$ cat config.mk
export PLATFORM = sky130hd
export DESIGN_NAME = htlp_ram
export DESIGN_NICKNAME = d
export VERILOG_FILES = /design/src/design/htlp_ram.sv
export SDC_FILE = /design/constraint.sdc
export NUM_CORES = 1
export LEC_CHECK = 0
export BUFFER_PORTS_ARGS = -buffer_cell sky130_fd_sc_hd__buf_2
export CAP_MARGIN = 20
export CORE_MARGIN = 1
export CORE_UTILIZATION = 60
export DETAILED_ROUTE_END_ITERATION = 10
export PLACE_DENSITY = 0.78
export SYNTH_ARGS = -nofsm -noshare
export SYNTH_HDL_FRONTEND = slang
export SYNTH_SLANG_ARGS = --single-unit
$ cat constraint.sdc
create_clock -name clk -period 4.12 [get_ports clk]
set_input_delay 0.412 -clock clk [delete_from_list [all_inputs] [get_ports clk]]
set_output_delay 0.412 -clock clk [all_outputs]
set_load 0.1 [all_outputs]
$ cat src/design/htlp_ram.sv
// ----------------------------------------------------------------------------
// htlp_ram
// generic simple dual-port ram with registered read
// ----------------------------------------------------------------------------
module htlp_ram #(
    parameter int unsigned WIDTH = 8,
    parameter int unsigned DEPTH = 16
) (
    input  logic                     clk,
    input  logic                     we,
    input  logic [$clog2(DEPTH)-1:0] wr_addr,
    input  logic [WIDTH-1:0]         wr_data,
    input  logic [$clog2(DEPTH)-1:0] rd_addr,
    output logic [WIDTH-1:0]         rd_data
);

    logic [WIDTH-1:0] mem [DEPTH];

    always_ff @(posedge clk)
    begin
        if (we)
        begin
            mem[wr_addr] <= wr_data;
        end
        rd_data <= mem[rd_addr];
    end

endmodule

==> results <==
- The flow ran to the end, and the final reports show no timing, DRC or antenna violations.
- The count of nets left with antenna violations once routing finished came out at 0.
- The slew at the pin with the worst max-slew slack is between 1000 and 1500 ps.
- The worst setup path is launched from an input pin.
- The smallest setup slack after layout is 2210 ps.
- The final weighted congestion of routability-driven global placement is 0.794.
- The largest vdd supply drop is 290 µV.
- The global-route track usage on met1 is 37.0%.
- Synthesis produced a netlist with a net count of 247.
- The root cell of the clock tree is sky130_fd_sc_hd__clkbuf_8.
- The worst endpoint required time is 4500 ps.
- After filler insertion, the fill cell instance count of the layout stands at 488.
- The clock-pin slew of the registers on the worst-case setup and hold paths is 60 ps.
- During placement, the flow inserted port buffers numbering 25.
- The first TritonRoute pass finished after 5 iterations.
- The most common cell after layout, fill and taps aside is sky130_fd_sc_hd__edfxtp_1.
- The cell count of the worst reg-to-reg path is 3.
- The worst path arrival time is ~2300 ps.
- Detailed routing inserted a total of 2,459 vias.
- The final sum of negative setup slack is 0 ps.
- The tightest min-delay check is of the in2reg type.
- The pre-CTS setup slack is ~1700 ps.
- The die span in x is between 90 and 100 µm.
- The clock passes through at most 2 buffers.
- The number of hold buffers added after CTS was 0.
- Clock tree synthesis found a total of 136 sinks.
- The wire length of the first global-routing pass is 15,100 µm.
- The number of enable-type register cells in the synthesized netlist is roughly 130.
- The worst-case clock skew is 6.31 ps.
- The number of distinct library cells after synthesis is 19.
- In the layout the commonest cells are 128 x sky130_fd_sc_hd__edfxtp_1, 26 x sky130_fd_sc_hd__buf_2, 18 x sky130_fd_sc_hd__mux4_2, 16 x sky130_fd_sc_hd__a22oi_1, 16 x sky130_fd_sc_hd__clkbuf_16.
- The total congestion overflow is 0.
- The post-cts resize count is 0.
- TritonCTS built the clock tree.
- The floorplan row count is 33.
- After legalization and detailed placement, the total HPWL measured 5680 µm.
- In the synthesized netlist the async set-or-reset flop fraction comes to 0%.
- Across every metal layer, demand over resource in global routing totals 25.6%.
- The number of hold violations in the final report is 0.
- Along the worst path, the maximum fanout reaches 32.
- The number of setup buffers added after CTS is 0.
- The clock latency at the later pin of the worst-skew pair is 510 ps.
- At the end of the flow, the number of nets in the layout was 285.
- For this run, the number of Yosys warnings is 0.
- The cell count after synthesis is ~230.
- The power density over cell area is about 540 mW/mm².
- The clock period could shrink to 1910 ps.
- The count of max-cap constraint violations is 0.
- The post-detailed-routing wire length is 10,000 µm.
- The final critical path takes up between 40% and 50% of the cycle.
- The kind of critical path is in2reg.
- In the final layout, the share of cells above drive strength 1 is 27.5%.
- The number of antenna violations at the first check in global routing is 0.
- Setup repair after global routing left no endpoint under its margin.
- The cell leakage power is about 2.0 nW.
- In the routed design, unresolved DRC markers number 0.
- The worst setup path is captured at a flip-flop.
- The die covers 0.00895 mm².
- The number of setup violations in the final report is 0.
- The area of the core is around 0.0083 mm².
- Global routing consumed, on the met2 layer, 37.8% of the routing resources.
- A synthesized cell averages 22.5 µm².
- In this run, synthesis produced a sequential element count of 136.
- Dividing the detail-routed via count by the number of cells gives between 6 and 7.
- The total number of H-tree levels is 4.
- In the synthesized netlist the dominant register cell turns out to be sky130_fd_sc_hd__edfxtp_1.
- In the final routed layout, each cell accounts on average for 26.0 µm.
- The met3 demand-to-capacity share in global routing is 7.57%.
- The post-synthesis instance area is between 0.005 and 0.006 mm².
- The initial core utilization is 62.3%.
- 26 I/O pins were placed.
- The largest net degree at the start of global routing is 33.
- Based on the critical path, the design can be clocked at up to 524 MHz.
- The number of inserted diodes is 0.
- The share of synthesized area occupied by flip-flops and latches is 77.8%.
- The DRC marker count from the first detailed-route iteration is between 200 and 300.
- Headroom to the max-slew limit came out at 30.9%.
- The number of slew-limit violations in the final report is 0.
- The global routing stage identified its most utilized layer as met2.
- In this run the vertical extent of the chip is 94.6 µm.
- TritonCTS created 17 clock buffers.
- The hold path depth is 1.
- From synthesis to final layout, the design area changed by 15.0%.
- The via count of the first global-routing pass is between 2,000 and 3,000.
-- cell families (layout without fill, tap and decap cells) --
logic type | Yosys count | after routing | share of synthesized area (%)
flip-flops | 136 | 136 | 77.8
AND/OR/NAND/NOR | 35 | 35 | 3.18
multiplexers | 32 | 32 | 15.0
AO/OA/AOI/OAI | 16 | 16 | 2.33
buffers and inverters | 10 | 61 | 1.68
-- state kept, by name (all words and copies together), names as in the netlist --
| signal | flops |
|---|---|
| mem | 128 |
| rd_data | 8 |
-- layout make-up --
cell class	count	area (µm²)	share of cell area [%]
Timing Repair Buffer	29	153	2.58
Clock buffer	20	425	7.18
Sequential cell	136	4000	67.6
Tap cell	105	131	2.22
Multi-Input combinational cell	83	1060	17.9
Clock inverter	12	151	2.56
-- cell usage after synthesis, drive strengths merged (2+ instances only) --
| cell | instances | area (µm²) |
|---|---|---|
| edfxtp | 128 | 3840 |
| nand3b | 2 | 15.0 |
| nor3 | 4 | 20.0 |
| buf | 7 | 56.3 |
| nor2 | 13 | 48.8 |
| dfxtp | 8 | 160 |
| clkdlybuf4s25 | 3 | 30.0 |
| nand2 | 9 | 33.8 |
| nand2b | 2 | 12.5 |
| a22oi | 16 | 120 |
| mux4 | 32 | 773 |
-- metrics by stage --
step	area (µm²)	hold slack, ps	std cells	total power [mW]	utilization (%)
final	5920	279	385	3.22	71.7
after global routing	5920	271	385	3.31	71.7
after CTS	5920	257	385	3.24	71.7
after detailed placement	5350	669	353	1.79	64.7
after global placement	5340	649	352	1.78	64.7
after floorplan	5150	511	229	1.73	-
-- worst max-delay path, stage by stage --
cell,delay (ps)
sky130_fd_sc_hd__buf_2,770
sky130_fd_sc_hd__mux4_1,660
sky130_fd_sc_hd__a22oi_1,330
sky130_fd_sc_hd__nand2_1,110
-- where the power goes --
part           internal [mW]  switching, mW
registers               1.55         0.0109
logic                 0.0556          0.145
clock network          0.919          0.543
total                   2.52          0.700
-- per-layer routing --
metal  share of wire, %  up-vias
met2                 48      135
met3                8.4       23
met5                  0        -
met1                 41     1250
met4                2.2        0
li1                   -     1051
-- final timing paths --
kind	from	slack (ps)	to
worst min register to register	mem[12][3]	680	rd_data[3]
worst max register to register	mem[9][4]	2680	rd_data[4]
worst min-delay path	wr_data[0]	280	mem[8][0]
worst max-delay path	rd_addr[0]	2210	rd_data[4]
Power figures use the tool's default switching activity.
