$ cat config.mk
export PLATFORM = sky130hd
export DESIGN_NAME = htlp_home
export DESIGN_NICKNAME = d
export VERILOG_FILES = /design/src/design/htlp_pkg.sv /design/src/design/htlp_home.sv
export SDC_FILE = /design/constraint.sdc
export NUM_CORES = 1
export LEC_CHECK = 0
export BUFFER_PORTS_ARGS = -buffer_cell sky130_fd_sc_hd__buf_2
export CAP_MARGIN = 20
export CORE_MARGIN = 2
export CORE_UTILIZATION = 35
export DETAILED_ROUTE_END_ITERATION = 8
export SLEW_MARGIN = 15
export SYNTH_ARGS = -nofsm -noshare
export SYNTH_HDL_FRONTEND = slang
export SYNTH_SLANG_ARGS = --single-unit
$ cat constraint.sdc
create_clock -name clk -period 7.3 [get_ports clk]
set_clock_uncertainty 0.15 [all_clocks]
set_input_delay 1.095 -clock clk [delete_from_list [all_inputs] [get_ports clk]]
set_output_delay 1.095 -clock clk [all_outputs]
set_load 0.005 [all_outputs]
$ cat src/design/htlp_pkg.sv
// ----------------------------------------------------------------------------
// htlp_pkg
// shared constants for the linear probing hash table
// ----------------------------------------------------------------------------
package htlp_pkg;

    localparam int unsigned SLOTS_DEFAULT = 1024;

    localparam int unsigned SIZE_W = 11;
    localparam logic [SIZE_W-1:0] SIZE_RESET = 11'd1024;

    localparam int unsigned KIND_W = 2;
    localparam logic [KIND_W-1:0] KIND_INSERT = 2'd0;
    localparam logic [KIND_W-1:0] KIND_LOOKUP = 2'd1;
    localparam logic [KIND_W-1:0] KIND_DELETE = 2'd2;
    // no operation, reports not found
    localparam logic [KIND_W-1:0] KIND_UNUSED = 2'd3;

    localparam int unsigned STATUS_W = 3;
    localparam logic [STATUS_W-1:0] ST_INSERTED  = 3'd0;
    localparam logic [STATUS_W-1:0] ST_UPDATED   = 3'd1;
    localparam logic [STATUS_W-1:0] ST_FULL      = 3'd2;
    localparam logic [STATUS_W-1:0] ST_FOUND     = 3'd3;
    localparam logic [STATUS_W-1:0] ST_NOT_FOUND = 3'd4;
    localparam logic [STATUS_W-1:0] ST_DELETED   = 3'd5;

    localparam int unsigned MARK_W = 2;
    localparam logic [MARK_W-1:0] MARK_EMPTY   = 2'd0;
    localparam logic [MARK_W-1:0] MARK_LIVE    = 2'd1;
    localparam logic [MARK_W-1:0] MARK_DELETED = 2'd2;

    localparam int unsigned DATA_W = 32;
    // entry layout: value low, key, mark high
    localparam int unsigned ENTRY_W = MARK_W + 2 * DATA_W;

    localparam logic [63:0] FNV_OFFSET = 64'hcbf29ce484222325;

endpackage

$ cat src/design/htlp_home.sv
// ----------------------------------------------------------------------------
// htlp_home
// fnv-1a 64 hash of the key, one byte per cycle, then a bit-serial
// remainder by the table size to give the home slot
// ----------------------------------------------------------------------------
module htlp_home #(
    parameter int unsigned SLOTS = htlp_pkg::SLOTS_DEFAULT
) (
    input  logic                       clk,
    input  logic                       rst_n,
    input  logic                       start,
    input  logic [31:0]                key,
    input  logic [$clog2(SLOTS+1)-1:0] n,
    output logic                       done,
    output logic [$clog2(SLOTS)-1:0]   slot
);

    localparam int unsigned AW = $clog2(SLOTS);
    localparam int unsigned NW = $clog2(SLOTS + 1);

    localparam logic [1:0] PH_IDLE = 2'd0;
    localparam logic [1:0] PH_HASH = 2'd1;
    localparam logic [1:0] PH_DIV  = 2'd2;

    logic [1:0]    phase_reg, phase_next;
    logic [5:0]    cnt_reg, cnt_next;
    logic [63:0]   h_reg, h_next;
    logic [31:0]   k_reg, k_next;
    logic [NW-1:0] r_reg, r_next;
    logic          done_reg, done_next;

    logic [63:0] hx;
    logic [63:0] hmul;
    logic [NW:0] rsh;

    assign hx   = h_reg ^ {56'd0, k_reg[7:0]};
    // multiply by 0x100000001b3 as a sum of shifts
    assign hmul = hx + (hx << 1) + (hx << 4) + (hx << 5) + (hx << 7) + (hx << 8)
                + (hx << 40);
    assign rsh  = {r_reg, h_reg[63]};

    always_comb
    begin
        phase_next = phase_reg;
        cnt_next   = cnt_reg;
        h_next     = h_reg;
        k_next     = k_reg;
        r_next     = r_reg;
        done_next  = 1'b0;
        case (phase_reg)
            PH_IDLE:
            begin
                if (start)
                begin
                    phase_next = PH_HASH;
                    cnt_next   = 6'd0;
                    h_next     = htlp_pkg::FNV_OFFSET;
                    k_next     = key;
                end
            end
            PH_HASH:
            begin
                h_next   = hmul;
                k_next   = {8'd0, k_reg[31:8]};
                cnt_next = cnt_reg + 6'd1;
                if (cnt_reg == 6'd3)
                begin
                    phase_next = PH_DIV;
                    cnt_next   = 6'd0;
                    r_next     = '0;
                end
            end
            PH_DIV:
            begin
                h_next   = {h_reg[62:0], 1'b0};
                cnt_next = cnt_reg + 6'd1;
                if (rsh >= {1'b0, n})
                begin
                    r_next = NW'(rsh - {1'b0, n});
                end
                else
                begin
                    r_next = rsh[NW-1:0];
                end
                if (cnt_reg == 6'd63)
                begin
                    phase_next = PH_IDLE;
                    done_next  = 1'b1;
                end
            end
            default:
            begin
                phase_next = PH_IDLE;
            end
        endcase
    end

    always_ff @(posedge clk or negedge rst_n)
    begin
        if (!rst_n)
        begin
            phase_reg <= PH_IDLE;
            cnt_reg   <= '0;
            done_reg  <= 1'b0;
        end
        else
        begin
            phase_reg <= phase_next;
            cnt_reg   <= cnt_next;
            done_reg  <= done_next;
        end
    end

    always_ff @(posedge clk)
    begin
        h_reg <= h_next;
        k_reg <= k_next;
        r_reg <= r_next;
    end

    assign done = done_reg;
    assign slot = r_reg[AW-1:0];

endmodule

==> reports/qor.csv <==
stage,metric,value,unit
yosys,sequential share of the synthesized area,21.23,%
drt,Routed Antenna Nets,0,
sta,post-route minimum period,6.546,ns
drt,Avg Vias per Cell,5.073,
clock_network,CTS tree,yes,
global_routing,vias in the first global route,12350,
critical_path,WP data arrival,6.56,ns
critical_path,CP Max Fanout,6,
critical_path,"slowest stage delay, CP",0.59,ns
drt,Wirelength per Cell,18.28,um
placed_design,Final GP Congestion,0.9310,
yosys,yosys warns,0,
critical_path,type of element launching the critical path,flip-flop,
global_routing,antenna violations before repair,1,
yosys,"Top FF cell, synth",edfxtp_1,
flow_run,max cap viols,0,
die,die area,0.04800,mm^2
sta,Final Max Slew Viols,0,
sta,final critical-path share of the clock period,89.67,%
clock_network,# resized after CTS,0,
drt,Residual DRC,0,
yosys,Syn Inst Count,1645,
finish,ratio of cells with drive above 1 in the final layout,8.595,%
critical_path,Register-to-Register Path Depth,22,
sta,Fin. Hold Viols,0,
yosys,syn_nets,2063,
yosys,#FFs+latches synth,116,
finish,number of diodes,0,
finish,max reg flops,64,
clock_network,clk buf depth,2,
drt,DR pass1 iterations,5,
sta,pin slew with the least headroom to its limit,1.042,ns
sta,Max-Slew Margin vs Limit,30.55,%
global_routing,total track usage,18.52,%
yosys,Mapped Area,0.01619,mm^2
yosys,Synth async-reset ratio,7.759,%
die,# IOs,57,
clock_network,CTS H-tree depth,4,
die,Starting Density,35.61,%
clock_network,number of CTS-inserted buffers,17,
sta,RSZ-0062 raised after global routing,no,
critical_path,Critical Path End Type,flip-flop,
sta,setup TNS,0,ns
critical_path,crit path kind,flip-flop to flip-flop,
clock_network,clock sinks,116,
finish,Nets,2092,
yosys,"Avg Cell Area, Syn",9.844,um^2
sta,# setup viols final,0,
critical_path,CP dominant cell by count,ha_1,
die,core footprint,0.04548,mm^2
global_routing,first-pass GRT wire length,68110,um
yosys,number of flops mapped to enable cells by yosys,107,
placed_design,hpwl dp,33240,um
die,num rows,78,
min_path,worst hold path class,input pin to async pin,
drt,Via Count,11600,
die,Die Y-Extent,219.1,um
drt,drt total wl,41820,um
critical_path,"Req. time, crit path",7.31,ns
finish,area grow syn2layout,9.187,%
placed_design,I/O Buffers,56,
sta,Fmax achieved,152.8,MHz
global_routing,grt total ovfl,0,
clock_network,Post-CTS Setup Repair Bufs,0,
drt,drt initial violations,843,
yosys,Netlist cell types,68,
outcome,status,completed,
clock_network,Worst-Skew Late Latency,0.44,ns
die,Die W,219.1,um
clock_network,hold_buf cts,0,
critical_path,"critical path, cell by cell",xor2_1 > clkinv_1 > xnor2_1 > ha_1 > inv_1 > fa_1 > inv_1 > ha_1 > ha_1 > ha_1 > inv_1 > fa_1 > nand2b_1 > a21oi_1 > a41oi_1 > o41ai_1 > a21o_1 > a21o_1 > a21oi_1 > o21bai_1 > xnor2_1 > o221ai_1,
clock_network,clk slew on worst S/H paths,0.07,ns
critical_path,CP max-delay cell,o41ai_1,
clock_network,CTS root buf,clkbuf_16,
global_routing,largest net degree at the start of global routing,67,
-- cells in the final DEF (no fill, tap or decap), types with 6 or more instances in the layout --
cell type,synthesis,routed
o21bai_1,9,9
ha_1,126,125
buf_2,11,56
o21ai_0,48,47
mux2_2,24,24
a21oi_1,68,68
nand2b_1,13,13
xor2_1,22,22
nor3_1,11,10
mux2i_1,10,10
a22oi_1,23,23
inv_1,419,418
nand3_1,19,19
nand4_1,15,15
buf_4,11,13
clkbuf_16,0,17
nor2_1,66,65
o31ai_1,6,6
o21a_1,7,7
xnor2_1,56,56
a21o_1,53,53
dfrtp_1,9,9
a31oi_1,17,17
nor2b_1,18,18
nand2_1,75,75
o21ai_1,6,6
fa_1,246,246
a21boi_0,9,9
and3_1,14,14
edfxtp_1,107,107
a211oi_1,10,10
o221ai_1,18,18
-- final timing paths --
path                                   startpoint                     end  slack, ns
min in group clk           cnt_reg[3]$_DFFE_PN0P_  cnt_reg[3]$_DFFE_PN0P_       0.40
min                                         rst_n  cnt_reg[1]$_DFFE_PN0P_       0.35
max reg2reg                    h_reg[1]$_DFFE_PP_     h_reg[31]$_DFFE_PP_       0.75
min reg2reg                cnt_reg[3]$_DFFE_PN0P_  cnt_reg[3]$_DFFE_PN0P_       0.40
max                            h_reg[1]$_DFFE_PP_     h_reg[31]$_DFFE_PP_       0.75
max in group asynchronous                   rst_n  cnt_reg[5]$_DFFE_PN0P_       6.46
-- cells by family (layout without fill, tap and decap cells) --
family,after synthesis,in the layout,synth area share (%)
xor+xnor,78,78,4.219
simple gates,250,250,7.379
flops,116,116,21.23
fa+ha+maj,372,372,40.15
mux,34,34,2.287
compound gates,313,313,13.21
buf+inv,482,524,11.53
-- critical path, delay by kind of cell, from the launching register on --
kind	cells	cell delay (ns)
AO/OA/AOI/OAI	8	2.03
XOR/XNOR	3	0.82
adder cells (fa/ha/maj)	6	1.99
buffers and inverters	4	0.63
flip-flops	1	0.41
AND/OR/NAND/NOR	1	0.26
-- Yosys cell counts (19+ instances only) --
cell      count  area share (%)
clkbuf_1     34            0.79
ha_1        126             9.7
nor2_1       66             1.5
a21o_1       53             2.5
a22oi_1      23             1.1
edfxtp_1    107              20
mux2_2       24             1.7
nand2_1      75             1.7
xnor2_1      56             3.0
fa_1        246              30
inv_1       419             9.7
nand3_1      19            0.59
o21ai_0      48             1.5
xor2_1       22             1.2
a21oi_1      68             2.1
-- cell type report --
type | count | area (um^2)
well taps | 600 | 750.7
clock inverters | 15 | 183.9
fillers | 4566 | 27800
flip-flops and latches | 116 | 3438
clock buffers | 17 | 425.4
inverters | 422 | 1584
repair buffers | 70 | 389.1
multi-input cells | 1047 | 10910
-- metrics by stage --
step	area [um^2]	worst slack (ns)	hold slack [ns]	instances	util, %
2_1_floorplan	16190	1.737	0.3359	1645	-
3_3_place_gp	17050	0.8780	0.3694	2253	37.49
3_5_place_dp	17060	0.8744	0.3808	2254	37.52
4_1_cts	17670	0.8372	0.3409	2286	38.86
5_1_grt	17680	0.4628	0.3488	2287	38.88
6_report	17680	0.7542	0.3521	2287	38.88
-- per-layer routing --
layer	routed length, um	up-vias	track usage, %
li1	-	5386	-
met1	18300	5789	24.80
met2	19680	359	29.87
met3	2734	67	4.047
met4	1088	2	5.901
met5	13	-	0
Power is not shown: default switching activity piles up to over one toggle a cycle in this logic, so the estimate is an artifact.
